--- src/sv/assert_macros.svh ---
// assertion macros shared by the list engine modules
// no dependencies; define ASSERT_OFF to compile the checks out
`ifndef ASSERT_MACROS_SVH
`define ASSERT_MACROS_SVH
`ifndef ASSERT_OFF
`define ASSERT_HOLDS(lbl, clk, rst_n, prop) \
	lbl: assert property (@(posedge clk) disable iff (!rst_n) prop) \
		else $error("%m: check failed");
`define ASSERT_NEVER(lbl, clk, rst_n, expr) \
	lbl: assert property (@(posedge clk) disable iff (!rst_n) !(expr)) \
		else $error("%m: forbidden condition");
`else
`define ASSERT_HOLDS(lbl, clk, rst_n, prop)
`define ASSERT_NEVER(lbl, clk, rst_n, expr)
`endif
`endif

--- src/sv/bcle_pkg.sv ---
// shared types and constants of the bounded circular list engine
// no dependencies; used by bcle_slots and bounded_circular_list_engine
package bcle_pkg;

	localparam int DEPTH  = 64;
	localparam int SLOT_W = $clog2(DEPTH);
	localparam int CNT_W  = $clog2(DEPTH + 1);

	localparam logic [CNT_W-1:0] DEPTH_CNT = CNT_W'(DEPTH);

	typedef enum logic [2:0] {
		REQ_APPEND  = 3'd0,
		REQ_PREPEND = 3'd1,
		REQ_INSERT  = 3'd2,
		REQ_RM_HEAD = 3'd3,
		REQ_RM_TAIL = 3'd4,
		REQ_READ    = 3'd5
	} req_t;

	typedef enum logic [1:0] {
		ST_OK     = 2'd0,
		ST_FULL   = 2'd1,
		ST_EMPTY  = 2'd2,
		ST_BADPOS = 2'd3
	} status_t;

	typedef enum logic [2:0] {
		S_IDLE,
		S_WALK,
		S_LINK_NEW,
		S_LINK_PRED,
		S_RM_HEAD,
		S_RM_TAIL,
		S_READ,
		S_DONE
	} state_t;

	typedef struct packed {
		logic              take;
		logic              give;
		logic [SLOT_W-1:0] give_slot;
	} slot_req_t;

	typedef struct packed {
		logic [SLOT_W-1:0] first;
		logic [DEPTH-1:0]  map;
	} slot_rsp_t;

endpackage

--- src/sv/bcle_slots.sv ---
// free slot map with lowest-free-slot allocation
// depends on bcle_pkg and assert_macros.svh
`include "assert_macros.svh"

module bcle_slots (
	input  logic                 clk,
	input  logic                 arst_n,
	input  bcle_pkg::slot_req_t  req,
	output bcle_pkg::slot_rsp_t  rsp
);

	logic [bcle_pkg::DEPTH-1:0]  free_q;
	logic [bcle_pkg::SLOT_W-1:0] first;

	always_comb begin
		first = '0;
		for (int i = bcle_pkg::DEPTH - 1; i >= 0; i--) begin
			if (free_q[i]) begin
				first = bcle_pkg::SLOT_W'(i);
			end
		end
	end

	always_ff @(posedge clk or negedge arst_n) begin
		if (!arst_n) begin
			free_q <= '1;
		end else begin
			if (req.take) begin
				free_q[first] <= 1'b0;
			end
			if (req.give) begin
				free_q[req.give_slot] <= 1'b1;
			end
		end
	end

	assign rsp.first = first;
	assign rsp.map   = free_q;

	`ASSERT_HOLDS(a_take_has_free, clk, arst_n, req.take |-> (free_q != '0))
	`ASSERT_HOLDS(a_give_was_used, clk, arst_n, req.give |-> !free_q[req.give_slot])

endmodule

--- src/sv/bounded_circular_list_engine.sv ---
// bounded circular list engine: linked ring of up to 64 signed values
// one request at a time; append, prepend, end insert: LINK_NEW, LINK_PRED (not if empty),
// DONE; middle insert WALK first; remove head RM_HEAD, DONE; remove tail RM_TAIL, WALK if
// count > 1, DONE; full, empty, bad position DONE; READ one result per cycle if not stalled
// reset: control state and free map cleared at once; list memories not cleared
// depends on bcle_pkg, bcle_slots and assert_macros.svh
`include "assert_macros.svh"

module bounded_circular_list_engine (
	input  logic               clk,
	input  logic               arst_n,
	input  logic               in_valid,
	output logic               in_ready,
	input  logic [2:0]         req_type,
	input  logic [6:0]         position,
	input  logic signed [31:0] item_value,
	output logic               out_valid,
	input  logic               out_ready,
	output logic signed [31:0] out_value,
	output logic               last,
	output logic [1:0]         status,
	output logic [6:0]         entry_count
);

	localparam int SW = bcle_pkg::SLOT_W;
	localparam int CW = bcle_pkg::CNT_W;

	bcle_pkg::state_t  state_q, state_d;
	bcle_pkg::status_t st_q, st_d;

	logic [SW-1:0] head_q, head_d, tail_q, tail_d;
	logic [CW-1:0] cnt_q, cnt_d;
	logic [SW-1:0] cur_q, cur_d, rem_q, rem_d, idx_q, idx_d;
	logic [SW-1:0] new_q, new_d, pred_q, pred_d, lnk_new_q, lnk_new_d;
	logic          walk_rm_q, walk_rm_d;
	logic signed [31:0] val_q, val_d;

	// list memories
	logic signed [31:0] ent_mem [bcle_pkg::DEPTH];
	logic [SW-1:0]      lnk_mem [bcle_pkg::DEPTH];
	logic signed [31:0] ent_rd_q;
	logic [SW-1:0]      lnk_rd_q;
	logic [SW-1:0]      rd_addr, ent_wa, lnk_wa, lnk_wd;
	logic               ent_we, lnk_we;

	// output register
	logic               out_valid_q, out_last_q, out_load, out_free, out_last_d;
	logic signed [31:0] out_val_q, out_val_d;
	bcle_pkg::status_t  out_st_q, out_st_d;
	logic [CW-1:0]      out_cnt_q;

	bcle_pkg::slot_req_t slot_req;
	bcle_pkg::slot_rsp_t slot_rsp;

	bcle_slots u_slots (
		.clk    (clk),
		.arst_n (arst_n),
		.req    (slot_req),
		.rsp    (slot_rsp)
	);

	always_ff @(posedge clk) begin
		if (ent_we) begin
			ent_mem[ent_wa] <= item_value;
		end
		ent_rd_q <= ent_mem[rd_addr];
	end

	always_ff @(posedge clk) begin
		if (lnk_we) begin
			lnk_mem[lnk_wa] <= lnk_wd;
		end
		lnk_rd_q <= lnk_mem[rd_addr];
	end

	always_comb begin
		state_d   = state_q;
		st_d      = st_q;
		head_d    = head_q;
		tail_d    = tail_q;
		cnt_d     = cnt_q;
		cur_d     = cur_q;
		rem_d     = rem_q;
		idx_d     = idx_q;
		new_d     = new_q;
		pred_d    = pred_q;
		lnk_new_d = lnk_new_q;
		walk_rm_d = walk_rm_q;
		val_d     = val_q;
		rd_addr   = cur_q;
		ent_we    = 1'b0;
		ent_wa    = slot_rsp.first;
		lnk_we    = 1'b0;
		lnk_wa    = new_q;
		lnk_wd    = lnk_new_q;
		slot_req  = '{take: 1'b0, give: 1'b0, give_slot: tail_q};
		out_free  = !out_valid_q || out_ready;
		out_load  = 1'b0;
		out_val_d = val_q;
		out_st_d  = st_q;
		out_last_d = 1'b1;
		in_ready  = (state_q == bcle_pkg::S_IDLE);
		case (state_q)
			bcle_pkg::S_IDLE: begin
				rd_addr = (req_type == bcle_pkg::REQ_RM_TAIL) ? tail_q : head_q;
				cur_d = head_q;
				idx_d = '0;
				val_d = '0;
				st_d  = bcle_pkg::ST_OK;
				if (in_valid) begin
					case (req_type)
						bcle_pkg::REQ_APPEND, bcle_pkg::REQ_PREPEND, bcle_pkg::REQ_INSERT: begin
							if (cnt_q == bcle_pkg::DEPTH_CNT) begin
								st_d    = bcle_pkg::ST_FULL;
								state_d = bcle_pkg::S_DONE;
							end else if (req_type == bcle_pkg::REQ_INSERT && position > cnt_q) begin
								st_d    = bcle_pkg::ST_BADPOS;
								state_d = bcle_pkg::S_DONE;
							end else begin
								ent_we        = 1'b1;
								slot_req.take = 1'b1;
								new_d         = slot_rsp.first;
								cnt_d         = cnt_q + CW'(1);
								lnk_new_d     = head_q;
								pred_d        = tail_q;
								state_d       = bcle_pkg::S_LINK_NEW;
								if (cnt_q == '0) begin
									lnk_new_d = slot_rsp.first;
									head_d    = slot_rsp.first;
									tail_d    = slot_rsp.first;
								end else if (req_type == bcle_pkg::REQ_PREPEND ||
									(req_type == bcle_pkg::REQ_INSERT && position == '0)) begin
									head_d = slot_rsp.first;
								end else if (req_type == bcle_pkg::REQ_APPEND || position == cnt_q) begin
									tail_d = slot_rsp.first;
								end else begin
									rem_d     = SW'(position - CW'(1));
									walk_rm_d = 1'b0;
									state_d   = bcle_pkg::S_WALK;
								end
							end
						end
						bcle_pkg::REQ_RM_HEAD: begin
							if (cnt_q == '0) begin
								st_d    = bcle_pkg::ST_EMPTY;
								state_d = bcle_pkg::S_DONE;
							end else begin
								state_d = bcle_pkg::S_RM_HEAD;
							end
						end
						bcle_pkg::REQ_RM_TAIL: begin
							if (cnt_q == '0) begin
								st_d    = bcle_pkg::ST_EMPTY;
								state_d = bcle_pkg::S_DONE;
							end else begin
								state_d = bcle_pkg::S_RM_TAIL;
							end
						end
						bcle_pkg::REQ_READ: begin
							if (cnt_q == '0) begin
								st_d    = bcle_pkg::ST_EMPTY;
								state_d = bcle_pkg::S_DONE;
							end else begin
								state_d = bcle_pkg::S_READ;
							end
						end
						default: begin
							state_d = bcle_pkg::S_IDLE;
						end
					endcase
				end
			end
			bcle_pkg::S_WALK: begin
				if (rem_q == '0) begin
					pred_d = cur_q;
					if (walk_rm_q) begin
						lnk_we  = 1'b1;
						lnk_wa  = cur_q;
						lnk_wd  = head_q;
						tail_d  = cur_q;
						state_d = bcle_pkg::S_DONE;
					end else begin
						lnk_new_d = lnk_rd_q;
						state_d   = bcle_pkg::S_LINK_NEW;
					end
				end else begin
					cur_d   = lnk_rd_q;
					rd_addr = lnk_rd_q;
					rem_d   = rem_q - SW'(1);
				end
			end
			bcle_pkg::S_LINK_NEW: begin
				lnk_we  = 1'b1;
				lnk_wa  = new_q;
				lnk_wd  = lnk_new_q;
				state_d = (cnt_q == CW'(1)) ? bcle_pkg::S_DONE : bcle_pkg::S_LINK_PRED;
			end
			bcle_pkg::S_LINK_PRED: begin
				lnk_we  = 1'b1;
				lnk_wa  = pred_q;
				lnk_wd  = new_q;
				state_d = bcle_pkg::S_DONE;
			end
			bcle_pkg::S_RM_HEAD: begin
				val_d              = ent_rd_q;
				slot_req.give      = 1'b1;
				slot_req.give_slot = head_q;
				cnt_d              = cnt_q - CW'(1);
				if (cnt_q > CW'(1)) begin
					head_d = lnk_rd_q;
					lnk_we = 1'b1;
					lnk_wa = tail_q;
					lnk_wd = lnk_rd_q;
				end else begin
					head_d = '0;
					tail_d = '0;
				end
				state_d = bcle_pkg::S_DONE;
			end
			bcle_pkg::S_RM_TAIL: begin
				val_d              = ent_rd_q;
				slot_req.give      = 1'b1;
				slot_req.give_slot = tail_q;
				cnt_d              = cnt_q - CW'(1);
				if (cnt_q > CW'(1)) begin
					cur_d     = head_q;
					rd_addr   = head_q;
					rem_d     = SW'(cnt_q - CW'(2));
					walk_rm_d = 1'b1;
					state_d   = bcle_pkg::S_WALK;
				end else begin
					head_d  = '0;
					tail_d  = '0;
					state_d = bcle_pkg::S_DONE;
				end
			end
			bcle_pkg::S_READ: begin
				if (out_free) begin
					out_load   = 1'b1;
					out_val_d  = ent_rd_q;
					out_st_d   = bcle_pkg::ST_OK;
					out_last_d = ({1'b0, idx_q} + CW'(1)) == cnt_q;
					cur_d      = lnk_rd_q;
					rd_addr    = lnk_rd_q;
					idx_d      = idx_q + SW'(1);
					if (out_last_d) begin
						state_d = bcle_pkg::S_IDLE;
					end
				end
			end
			bcle_pkg::S_DONE: begin
				if (out_free) begin
					out_load = 1'b1;
					state_d  = bcle_pkg::S_IDLE;
				end
			end
			default: begin
				state_d = bcle_pkg::S_IDLE;
			end
		endcase
	end

	always_ff @(posedge clk or negedge arst_n) begin
		if (!arst_n) begin
			state_q     <= bcle_pkg::S_IDLE;
			head_q      <= '0;
			tail_q      <= '0;
			cnt_q       <= '0;
			out_valid_q <= 1'b0;
		end else begin
			state_q <= state_d;
			head_q  <= head_d;
			tail_q  <= tail_d;
			cnt_q   <= cnt_d;
			if (out_load) begin
				out_valid_q <= 1'b1;
			end else if (out_ready) begin
				out_valid_q <= 1'b0;
			end
		end
	end

	always_ff @(posedge clk) begin
		st_q      <= st_d;
		cur_q     <= cur_d;
		rem_q     <= rem_d;
		idx_q     <= idx_d;
		new_q     <= new_d;
		pred_q    <= pred_d;
		lnk_new_q <= lnk_new_d;
		walk_rm_q <= walk_rm_d;
		val_q     <= val_d;
		if (out_load) begin
			out_val_q  <= out_val_d;
			out_st_q   <= out_st_d;
			out_last_q <= out_last_d;
			out_cnt_q  <= cnt_d;
		end
	end

	assign out_valid   = out_valid_q;
	assign out_value   = out_val_q;
	assign last        = out_last_q;
	assign status      = out_st_q;
	assign entry_count = out_cnt_q;

	`ASSERT_NEVER(a_cnt_bound, clk, arst_n, cnt_q > bcle_pkg::DEPTH_CNT)
	`ASSERT_HOLDS(a_free_cnt, clk, arst_n, ($countones(slot_rsp.map) + int'(cnt_q)) == bcle_pkg::DEPTH)
	`ASSERT_HOLDS(a_err_last, clk, arst_n, (out_valid_q && out_st_q != bcle_pkg::ST_OK) |-> out_last_q)
	`ASSERT_HOLDS(a_read_nonempty, clk, arst_n, (state_q == bcle_pkg::S_READ) |-> (cnt_q != '0))

endmodule
--- config.mk ---
export PLATFORM = sky130hd
export DESIGN_NAME = bounded_circular_list_engine
export DESIGN_NICKNAME = d
export VERILOG_FILES = /design/src/sv/bcle_pkg.sv /design/src/sv/bcle_slots.sv /design/src/sv/bounded_circular_list_engine.sv
export VERILOG_INCLUDE_DIRS = /design/src /design/src/sv
export SDC_FILE = /design/constraint.sdc
export NUM_CORES = 2
export LEC_CHECK = 0
export BUFFER_PORTS_ARGS = -buffer_cell sky130_fd_sc_hd__clkbuf_2
export CAP_MARGIN = 20
export CORE_ASPECT_RATIO = 1.5
export CORE_MARGIN = 5
export CORE_UTILIZATION = 25
export CTS_CLUSTER_SIZE = 8
export DETAILED_ROUTE_END_ITERATION = 12
export GPL_TIMING_DRIVEN = 0
export PLACE_DENSITY = 0.38
export SYNTH_ARGS = -nofsm -noshare
export SYNTH_HDL_FRONTEND = slang
export SYNTH_SLANG_ARGS = --single-unit
--- constraint.sdc ---
create_clock -name clk -period 7.65 [get_ports clk]
set_clock_uncertainty 0.05 [all_clocks]
set_input_delay 0 -clock clk [delete_from_list [all_inputs] [get_ports clk]]
set_output_delay 0 -clock clk [all_outputs]
set_load 0.02 [all_outputs]
==> impl_metrics.ini <==
[floorplan]
die_y_um = 805
floorplan.initialDensity = 0.251
die-width_um = 540
core_um2 = 419000
num_io_pins = 90
rows = 291
die_area_um2 = 434000

[route]
ant_nets = 0
drc = 0
drt-initial-drc-count = 6154
wire_per_inst_um = 31.9
routed_via_density = 4.95
wl_um = 417000
drt-pass1-iter-count = 6
vias = 64700

[logic_synthesis]
synth_warnings = 0
async_reset_ff_frac = 0.0326
syn-num-nets = 6431
synth_area_per_cell_um2 = 16.5
synth-edff-count = 2545
synth-seq-area-share = 0.755
syn_area_um2 = 105000
syn-instance-count = 6370
synth_top_flop_cell = edfxtp_1
ys_seq_elements = 2670
ys_types = 71

[final_layout]
fin_util = 0.307
syn2layout_area_growth_pct = 22.4
multi_input_area_um2 = 24300
fin_area_um2 = 129000
nNetsFinal = 7271
final_cells = 13100
drive_gt1_frac = 0.203
fillers = 41300
regArea_um2 = 79400

[sta]
layout_worst_path_cycle_share = 0.995
max_freq_mhz = 131
holdWs_ns = 0.0644
relSlewSlack = 0.0214
slew_viol_final = 0
setup_violations = 0
fin_crit_ns = 7.61
worst_pin_slew_ns = 1.47
tns_ns = 0
finalHoldViolCount = 0

[worst_setup_path]
r2r_slack_ns = 0.04
reg2reg_from = cnt_q[2]
end_kind = flip-flop
r2r_end = ent_rd_q[27]
path_class = reg2reg
cp_max_fo = 13
required_ns = 8.42
start_kind = flip-flop
worstPathArrival_ns = 8.38
reg2reg_depth = 16

[hold_path]
hp-class = in2async

[placement]
hpwl_um = 297000
dp_cells = 12300
port_buffers = 89
gp_congestion = 0.853
placed_area_um2 = 117000

[power]
netSwitchingPower_uw = 28700
ir_drop_mv = 0.392
p_sw_frac = 0.450
pwr-share-seq = 0.274
clockPowerShare = 0.239
power_frac_comb = 0.487
p_int_uw = 35000
powerDensity_nw_per_um2 = 494
p_leak_uw = 0.0409

[clock_tree]
cts_setup_buffers = 0
cts_buffer_depth = 4
cts_tree = yes
clkTransAtPathRegs_ns = 0.05
clk_latency_ns = 0.93
cts_max_level = 5
cts.sinks = 2670
clockRootBuffer = clkbuf_16
numCtsBuffers = 376

[global_route]
grt.total_usage = 0.186
antenna_found_initial = 47
grt_pass1_wl_um = 564000
grt_pass1_vias = 66100
grt_start_max_net_pins = 65
grt-ovfl-total = 0

[job]
maxCapViolations = 0

[status]
status = completed
## how the worst max path moves through the flow
stage          slack [ns]                  to               start  depth (start not counted)
2_1_floorplan        2.23       ent_mem[0][0]            cnt_q[1]                         14
3_3_place_gp        -4.14  u_slots.free_q[35]  u_slots.free_q[63]                         10
3_5_place_dp         0.08        ent_rd_q[11]            cnt_q[2]                         16
4_1_cts              0.08        ent_rd_q[26]            cnt_q[2]                         16
5_1_grt             -0.14        ent_rd_q[27]            cnt_q[2]                         16
6_report             0.04        ent_rd_q[27]            cnt_q[2]                         16
## worst max-delay path, stage by stage (launching register included)
cell	delay, ns
dfrtp_1	0.48
inv_1	0.34
ha_1	0.29
a21boi_0	0.51
nor3_1	0.18
o21a_1	0.23
nor4_2	0.73
buf_6	0.25
buf_2	0.36
buf_2	0.43
buf_2	0.60
clkbuf_1	0.63
a21oi_1	0.15
a22oi_1	0.32
a21oi_1	0.19
a221oi_2	1.24
and3_1	0.46
## timing repair
| item | 4_1_cts | 5_1_grt |
|---|---|---|
| resized for setup | 1 | 0 |
| hold buffers | 70 | 1 |
| setup endpoints to repair | 1 | 0 |
| hold endpoints to repair | 2088 | 64 |
## logic make-up after synthesis
group / Yosys count / share of synthesized area
DFF: 2670 / 0.755
muxes: 497 / 0.0827
AOI/OAI and AO/OA: 1464 / 0.0870
adders and majority gates: 15 / 0.00178
buffers and inverters: 438 / 0.0192
and+or+nand+nor: 1266 / 0.0527
xor gates and xnor gates: 20 / 0.00166
## flip-flops by register name, summed over array words and instances, names as in the netlist, 7 cells and up
signal and flops:
cnt_q 7, ent_mem 2048, ent_rd_q 32, entry_count 7, lnk_mem 384, out_value 32, u_slots.free_q 64, val_q 32
## cells in the final DEF (no fill, tap or decap), drive strengths merged, types with 23 or more instances in the layout
cell / n
edfxtp: 2545
clkbuf: 780
a21oi: 733
nand2: 691
buf: 516
mux4: 293
a22oi: 236
a221oi: 194
diode: 164
nor2: 164
mux2i: 157
o21ai: 155
nand3: 145
nor3: 78
dlygate4sd3: 71
dfstp: 64
mux2: 47
and2: 44
and3: 42
a22o: 42
dfxtp: 38
inv: 35
nor4: 27
dfrtp: 23
## metal layers
layer,part of all wire,global-route usage,vias up
li1,-,-,27100
met4,0.051,0.0863,8
met3,0.048,0.0249,670
met5,0.00036,0.00189,-
met1,0.38,0.217,34500
met2,0.52,0.337,2372
## synthesized netlist by cell type (23+ instances only)
cell type	n	area share
edfxtp_1	2545	0.73
a21oi_1	732	0.035
nand2_1	691	0.025
mux4_2	293	0.063
a22oi_1	236	0.017
clkbuf_1	191	0.0068
a221oi_1	184	0.015
nor2_1	164	0.0059
mux2i_1	157	0.015
o21ai_0	152	0.0072
nand3_1	145	0.0069
buf_2	137	0.0065
nor3_1	78	0.0037
dfstp_2	64	0.016
mux2_2	47	0.0050
and2_1	44	0.0026
a22o_1	42	0.0035
and3_1	42	0.0025
buf_1	41	0.0015
dfxtp_1	38	0.0072
inv_1	27	0.00096
nor4_1	27	0.0016
dfrtp_1	23	0.0055
## power by group through the flow
stage / registers [µW] / logic (µW) / clock network (µW)
floorplan: 17700 / 15300 / 0
finish: 17400 / 31000 / 15200
detailed placement: 17700 / 31200 / 0
global placement: 17900 / 30400 / 0
CTS: 17400 / 31400 / 15600
global route: 17500 / 32200 / 16100
## through the flow
stage / setup slack [ns] / power, µW
final: 0.0395 / 63700
after global routing: -0.136 / 65800
after CTS: 0.0751 / 64400
after detailed placement: 0.0825 / 48900
after global placement: -4.14 / 48200
after floorplan: 2.23 / 33000
## final cells by class
class,count,share of cell area
clock buffer,500,0.0776
inverter,33,0.000962
buffer,405,0.0148
clock inverter,15,0.00163
tap,5567,0.0541
multi-input combinational,3262,0.189
antenna,164,0.00319
timing repair buffer,462,0.0422
sequential,2670,0.617
Note: power is estimated with default switching activity, not from simulation.
